`config.mk`:
```
export PLATFORM = sky130hd
export DESIGN_NAME = api_transmit_status_frame_parser
export DESIGN_NICKNAME = d
export VERILOG_FILES = /design/src/rtl/core/apts_pkg.sv /design/src/rtl/core/apts_parse.sv /design/src/rtl/core/apts_out_buf.sv /design/src/rtl/core/api_transmit_status_frame_parser.sv
export VERILOG_INCLUDE_DIRS = /design/src /design/src/rtl/core
export SDC_FILE = /design/constraint.sdc
export NUM_CORES = 1
export LEC_CHECK = 0
export BUFFER_PORTS_ARGS = -buffer_cell sky130_fd_sc_hd__buf_2
export CAP_MARGIN = 20
export CORE_MARGIN = 2
export CORE_UTILIZATION = 49
export DETAILED_ROUTE_END_ITERATION = 10
export GPL_ROUTABILITY_DRIVEN = 1
export PLACE_DENSITY_LB_ADDON = 0.15
export SYNTH_ARGS = -nofsm -noshare
export SYNTH_HDL_FRONTEND = slang
export SYNTH_SLANG_ARGS = --single-unit
```
`constraint.sdc`:
```
create_clock -name clock -period 5.45 [get_ports clock]
set_clock_uncertainty 0.1 [all_clocks]
set_input_delay 0.545 -clock clock [delete_from_list [all_inputs] [get_ports clock]]
set_output_delay 0.545 -clock clock [all_outputs]
set_load 0.01 [all_outputs]
```
`src/rtl/core/api_transmit_status_frame_parser_assert.svh`:
```
// Assertion macros for the API transmit status frame parser.
`ifndef API_TRANSMIT_STATUS_FRAME_PARSER_ASSERT_SVH
`define API_TRANSMIT_STATUS_FRAME_PARSER_ASSERT_SVH

// implication checked in the same cycle
`define APTS_ASSERT_NOW(name, ante, cons, msg) \
   name: assert property (@(posedge clock) disable iff (reset) (ante) |-> (cons)) \
      else $error(msg);

// implication checked in the next cycle
`define APTS_ASSERT_NEXT(name, ante, cons, msg) \
   name: assert property (@(posedge clock) disable iff (reset) (ante) |=> (cons)) \
      else $error(msg);

`endif

```
`src/rtl/core/apts_pkg.sv`:
```
// Shared types and constants for the API transmit status frame parser.
package apts_pkg;

   localparam logic [7:0] START_DELIM = 8'h7E;
   localparam logic [7:0] FRAME_LEN   = 8'd7;

   typedef enum logic [3:0] {
      PH_HUNT,
      PH_LEN_HI,
      PH_LEN_LO,
      PH_TYPE,
      PH_ID,
      PH_ADDR_HI,
      PH_ADDR_LO,
      PH_RETRY,
      PH_DELIV,
      PH_DISC,
      PH_CSUM
   } phase_type;

   typedef struct packed {
      logic [7:0]  frame_type;
      logic [7:0]  frame_id;
      logic [15:0] net_address;
      logic [7:0]  retry_count;
      logic [7:0]  deliv_status;
      logic [7:0]  disc_status;
      logic        checksum_ok;
   } result_type;

   typedef struct packed {
      logic out_valid;
      logic skid_valid;
   } buf_status_type;

endpackage

```
`src/rtl/core/apts_parse.sv`:
```
// Frame parser state machine: field capture, running sum and checksum compare.
module apts_parse
   import apts_pkg::*;
(
   input  logic       clock,
   input  logic       reset,
   input  logic       byte_valid,
   input  logic [7:0] rx_byte,
   output logic       result_valid,
   output result_type result
);

   phase_type   phase_ff, phase_in;
   logic        len_zero_ff, len_zero_in;
   logic [7:0]  sum_ff, sum_in;
   logic [7:0]  type_ff, id_ff, retry_ff, deliv_ff, disc_ff;
   logic [15:0] addr_ff;
   logic        data_phase;

   // next state
   always_comb begin
      phase_in = phase_ff;
      if (byte_valid) begin
         case (phase_ff)
            PH_HUNT:    phase_in = (rx_byte == START_DELIM) ? PH_LEN_HI : PH_HUNT;
            PH_LEN_HI:  phase_in = PH_LEN_LO;
            PH_LEN_LO:  phase_in = (len_zero_ff && rx_byte == FRAME_LEN) ? PH_TYPE : PH_HUNT;
            PH_TYPE:    phase_in = PH_ID;
            PH_ID:      phase_in = PH_ADDR_HI;
            PH_ADDR_HI: phase_in = PH_ADDR_LO;
            PH_ADDR_LO: phase_in = PH_RETRY;
            PH_RETRY:   phase_in = PH_DELIV;
            PH_DELIV:   phase_in = PH_DISC;
            PH_DISC:    phase_in = PH_CSUM;
            PH_CSUM:    phase_in = PH_HUNT;
            default:    phase_in = (rx_byte == START_DELIM) ? PH_LEN_HI : PH_HUNT;
         endcase
      end
   end

   // outputs
   always_comb begin
      data_phase   = phase_ff inside {[PH_TYPE:PH_DISC]};
      result_valid = byte_valid && (phase_ff == PH_CSUM);
      len_zero_in  = len_zero_ff;
      sum_in       = sum_ff;
      if (byte_valid && phase_ff == PH_LEN_HI) begin
         len_zero_in = (rx_byte == 8'h00);
      end
      if (byte_valid && phase_ff == PH_LEN_LO) begin
         sum_in = 8'h00;
      end else if (byte_valid && data_phase) begin
         sum_in = sum_ff + rx_byte;
      end
      result.frame_type   = type_ff;
      result.frame_id     = id_ff;
      result.net_address  = addr_ff;
      result.retry_count  = retry_ff;
      result.deliv_status = deliv_ff;
      result.disc_status  = disc_ff;
      result.checksum_ok  = (~sum_ff == rx_byte);
   end

   always_ff @(posedge clock) begin
      if (reset) begin
         phase_ff    <= PH_HUNT;
         len_zero_ff <= 1'b0;
         sum_ff      <= 8'h00;
      end else begin
         phase_ff    <= phase_in;
         len_zero_ff <= len_zero_in;
         sum_ff      <= sum_in;
      end
   end

   always_ff @(posedge clock) begin
      if (byte_valid) begin
         case (phase_ff)
            PH_TYPE:    type_ff       <= rx_byte;
            PH_ID:      id_ff         <= rx_byte;
            PH_ADDR_HI: addr_ff[15:8] <= rx_byte;
            PH_ADDR_LO: addr_ff[7:0]  <= rx_byte;
            PH_RETRY:   retry_ff      <= rx_byte;
            PH_DELIV:   deliv_ff      <= rx_byte;
            PH_DISC:    disc_ff       <= rx_byte;
            default:    ;
         endcase
      end
   end

endmodule

```
`src/rtl/core/apts_out_buf.sv`:
```
// Result output register with one skid entry.
module apts_out_buf
   import apts_pkg::*;
(
   input  logic           clock,
   input  logic           reset,
   input  logic           push,
   input  result_type     push_data,
   input  logic           out_stall,
   output result_type     out_data,
   output buf_status_type status
);

   logic       out_valid_ff, out_valid_in;
   logic       skid_valid_ff, skid_valid_in;
   result_type out_ff, out_in;
   result_type skid_ff, skid_in;
   logic       out_free;

   always_comb begin
      out_free      = !out_valid_ff || !out_stall;
      out_valid_in  = out_valid_ff;
      skid_valid_in = skid_valid_ff;
      out_in        = out_ff;
      skid_in       = skid_ff;
      if (out_free) begin
         if (skid_valid_ff) begin
            out_in        = skid_ff;
            out_valid_in  = 1'b1;
            skid_valid_in = 1'b0;
         end else if (push) begin
            out_in       = push_data;
            out_valid_in = 1'b1;
         end else begin
            out_valid_in = 1'b0;
         end
      end else if (push) begin
         skid_in       = push_data;
         skid_valid_in = 1'b1;
      end
   end

   always_ff @(posedge clock) begin
      if (reset) begin
         out_valid_ff  <= 1'b0;
         skid_valid_ff <= 1'b0;
      end else begin
         out_valid_ff  <= out_valid_in;
         skid_valid_ff <= skid_valid_in;
      end
   end

   always_ff @(posedge clock) begin
      out_ff  <= out_in;
      skid_ff <= skid_in;
   end

   assign out_data          = out_ff;
   assign status.out_valid  = out_valid_ff;
   assign status.skid_valid = skid_valid_ff;

endmodule

```
`src/rtl/core/api_transmit_status_frame_parser.sv`:
```
// Top level of the API transmit status frame parser.
//
//   channel  direction  handshake             content
//   req      in         req_valid/req_stall   one received byte per transaction
//   rsp      out        rsp_valid/rsp_stall   one parsed frame per transaction
//
// One byte can be taken every cycle while req_stall is low; the phase counter advances once per byte.
// A result is registered on rsp once its checksum byte is taken, via the skid entry if rsp stalls.
// Synchronous reset returns the parser to hunting and empties the output.
// req_stall rises only when the output register and skid entry both hold results.
`include "api_transmit_status_frame_parser_assert.svh"
module api_transmit_status_frame_parser
   import apts_pkg::*;
(
   input  logic        clock,
   input  logic        reset,
   input  logic        req_valid,
   output logic        req_stall,
   input  logic [7:0]  req_rx_byte,
   output logic        rsp_valid,
   input  logic        rsp_stall,
   output logic [7:0]  rsp_frame_type,
   output logic [7:0]  rsp_frame_id,
   output logic [15:0] rsp_net_address,
   output logic [7:0]  rsp_retry_count,
   output logic [7:0]  rsp_deliv_status,
   output logic [7:0]  rsp_disc_status,
   output logic        rsp_checksum_ok
);

   logic           req_take;
   logic           res_valid;
   result_type     res_data;
   result_type     out_data;
   buf_status_type buf_status;

   assign req_take = req_valid && !req_stall;

   apts_parse u_parse (
      .clock        (clock),
      .reset        (reset),
      .byte_valid   (req_take),
      .rx_byte      (req_rx_byte),
      .result_valid (res_valid),
      .result       (res_data)
   );

   apts_out_buf u_out_buf (
      .clock     (clock),
      .reset     (reset),
      .push      (res_valid),
      .push_data (res_data),
      .out_stall (rsp_stall),
      .out_data  (out_data),
      .status    (buf_status)
   );

   assign req_stall        = buf_status.skid_valid;
   assign rsp_valid        = buf_status.out_valid;
   assign rsp_frame_type   = out_data.frame_type;
   assign rsp_frame_id     = out_data.frame_id;
   assign rsp_net_address  = out_data.net_address;
   assign rsp_retry_count  = out_data.retry_count;
   assign rsp_deliv_status = out_data.deliv_status;
   assign rsp_disc_status  = out_data.disc_status;
   assign rsp_checksum_ok  = out_data.checksum_ok;

   `APTS_ASSERT_NOW(a_skid_needs_out, buf_status.skid_valid, buf_status.out_valid,
      "skid entry held while output register empty")
   `APTS_ASSERT_NOW(a_result_on_take, res_valid, req_take,
      "result produced without an accepted transaction")
   `APTS_ASSERT_NEXT(a_result_reaches_out, res_valid && !buf_status.out_valid,
      buf_status.out_valid, "result lost on empty output")

endmodule

```
==> impl_metrics.yaml <==
power:
  clkPwrFrac_pct: 42.6
  intPower_w: 0.00221
  pwr-share-comb_pct: 1.2
  p_sw_w: 0.000517
  finalPower_w: 0.00272
  leakagePower_nw: 2.74
  p_per_area_nw_per_um2: 339
  seqPwrFrac_pct: 56.3
  p_sw_share_pct: 19.0
  ir_worst_vdd_uv: 280
synth:
  synthCells: 381
  synthesis.area_sq_um: 6930
  synthArstFlopShare_pct: 0
  synth.avg_cell_area_sq_um: 18.2
  synth_top_area_share_pct: 73.7
  syn_nets: 401
  synth_seq_area_share_pct: 78.0
  ys.warnings.count: 0
  yosys_register_bits: 185
  synth_edf_count: 170
  synth_area_leader_cell: "edfxtp_1"
  synthTopCellsByArea: "edfxtp_1, mux2_2, dfxtp_1"
  synthFlopType: "edfxtp_1"
  yosysUniqueCellTypes: 51
detailed_routing:
  drc: 0
  routed-via-count: 3489
  antenna_left: 0
  routedWlPerCell_um: 17.9
  wirelength_um: 11700
  dr.pass1.iters: 4
  drt-initial-drc-count: 231
  viasPerCell: 5.33
sta:
  layout_setup_ws_ps: 2980
  grt_setup_unrepaired: "false"
  drv_slew: 0
  finalSetupViolCount: 0
  final_hold_viol_count: 0
  relSlewSlack_pct: 45.7
  fmax_ghz: 0.404
  finalCritPeriodShare_pct: 45.4
  fin_crit_ps: 2470
  worstMarginPinSlew_ps: 814
  tns_ps: 0
  timing.hold.ws_ps: 307
clocking:
  cts_buffers: 17
  cts.sinks: 185
  clockRootBuffer: "clkbuf_16"
  cts_resized: 0
  cts_tree: "built"
  postCtsHoldBufs: 0
  clk_latency_ps: 420
  clk_pin_slew_ps: 60
  post_cts_buffers: 0
  clockBufferDepth: 2
  cts.htree.levels: 4
critical_path:
  cp.arrival_ps: 2420
  crit_path_frequent_cell: "buf_4"
  cp-end-kind: "register"
  crit_buf_inv: 2
  path_max_fanout: 61
  path_delay_family: "buffers and inverters"
  path_cells: "buf_4 -> a31oi_1 -> a21oi_4 -> buf_4"
  r2r_slack_ps: 2980
  r2r.worst_path.cells: 4
  path_class: "reg -> reg"
  slowest_stage: "buf_4"
  path_depth: 4
  critPathRequiredTime_ps: 5400
  cpPeakStageDelay_ps: 620
  setup.worst_path.start_class: "register"
floorplan:
  core-area_sq_um: 13800
  io_pins: 71
  die_x_um: 123
  rows: 43
  dieArea_sq_um: 15100
  die_h_um: 123
  start_util_pct: 50.1
grt:
  grt-ovfl-total: 0
  track_usage_pct: 17.0
  grt_start_max_net_pins: 62
  grt_pass1_wl_um: 18400
  antenna_found_initial: 0
  grt_pass1_vias: 3361
placement:
  place_congestion: 0.895
  hpwlAfterDp_um: 7020
  portBuffers: 70
  place_ws_ps: 2900
layout:
  design.final.nets: 482
  drive_gt1_share_pct: 36.4
  post-route-util_pct: 58.1
  regArea_sq_um: 5410
  area_growth_pct: 16.0
  multi_input_area_sq_um: 1420
  diodes: 0
  fillers: 1054
min_path:
  hold_path_depth: 2
  hold_path.class: "in -> reg"
run_status:
  status: "finished, final reports clean"
job:
  maxCapViolations: 0
## stage by stage
step	cells	cell area, sq um
floorplan	381	6930
global placement	621	7460
detailed placement	621	7460
CTS	653	8020
global route	655	8030
finish	655	8030
## cell usage after synthesis, drive strengths merged (3+ instances only)
master / number
mux2: 57
a211oi: 4
ha: 7
edfxtp: 170
buf: 10
o21ai: 6
nor3: 10
nand3: 5
inv: 5
nand4: 6
dfxtp: 15
o31ai: 3
xnor2: 4
a21oi: 13
nand2: 17
clkbuf: 3
nor2: 17
and3: 3
## layout by cell type (no fill, tap or decap), types with 2 or more instances in the layout
cell,synthesis,layout
clkinv_1,0,4
and3_1,2,2
nand3_1,5,5
or3_1,2,2
a21oi_1,11,10
o31ai_1,2,2
nor3_1,10,10
clkinv_2,1,6
dfxtp_1,15,14
mux2_2,56,56
clkinv_4,0,2
ha_1,7,7
a21oi_2,2,2
edfxtp_1,170,170
a211oi_1,4,4
bufinv_16,0,2
buf_2,5,71
o21ai_0,4,4
buf_4,1,4
o21ai_1,2,2
inv_1,4,4
nor2b_1,2,2
nor2_1,16,15
nand4_1,6,6
mux2i_1,2,2
nand2_1,17,17
clkbuf_16,0,17
xnor2_1,4,4
## final timing paths
path                                              start                     end
worst max-delay path            u_out_buf.skid_valid_ff  u_out_buf.out_data[40]
worst min-delay path                              reset     u_parse.phase_ff[0]
worst max register to register  u_out_buf.skid_valid_ff  u_out_buf.out_data[40]
worst min register to register      u_parse.addr_ff[14]   u_out_buf.skid_ff[39]
## sequential cells by signal, summed over array words and instances, names as in the netlist
signal / flops
u_parse.deliv_ff: 8
u_parse.type_ff: 8
u_parse.len_zero_ff: 1
u_out_buf.skid_valid_ff: 1
u_parse.phase_ff: 4
u_out_buf.out_valid_ff: 1
u_parse.id_ff: 8
u_out_buf.out_data: 57
u_out_buf.skid_ff: 57
u_parse.disc_ff: 8
u_parse.addr_ff: 16
u_parse.sum_ff: 8
u_parse.retry_ff: 8
## logic make-up (layout without fill, tap and decap cells)
group / after synthesis / count (layout) / synth area share [%]
compound gates: 38 / 38 / 3.96
xor+xnor: 4 / 4 / 0.506
fa+ha+maj: 8 / 8 / 1.55
buf+inv: 20 / 114 / 1.70
flops: 185 / 185 / 78.0
mux: 59 / 59 / 9.55
simple gates: 67 / 67 / 4.71
## power by group through the flow
stage,Combinational [W],Sequential [W],Clock [W]
2_1_floorplan,0.0000128,0.00156,0
3_3_place_gp,0.0000326,0.00156,0
3_5_place_dp,0.0000333,0.00156,0
4_1_cts,0.0000334,0.00153,0.00119
5_1_grt,0.0000357,0.00153,0.00125
6_report,0.0000326,0.00153,0.00116
## final cells by class
type | instances | area share, %
Clock inverter | 15 | 1.67
Timing Repair Buffer | 76 | 4.89
Inverter | 6 | 0.327
Sequential cell | 185 | 67.3
Tap cell | 180 | 2.80
Multi-Input combinational cell | 176 | 17.7
Clock buffer | 17 | 5.30
## metal layers
layer,part of all wire [%],vias to the layer above,global-route usage (%)
li1,-,1648,-
met1,46,1740,23.0
met2,48,87,26.0
met3,4.6,14,5.26
met4,1.6,0,6.25
met5,0,-,0
No activity file was read; power rests on OpenSTA's default activity.
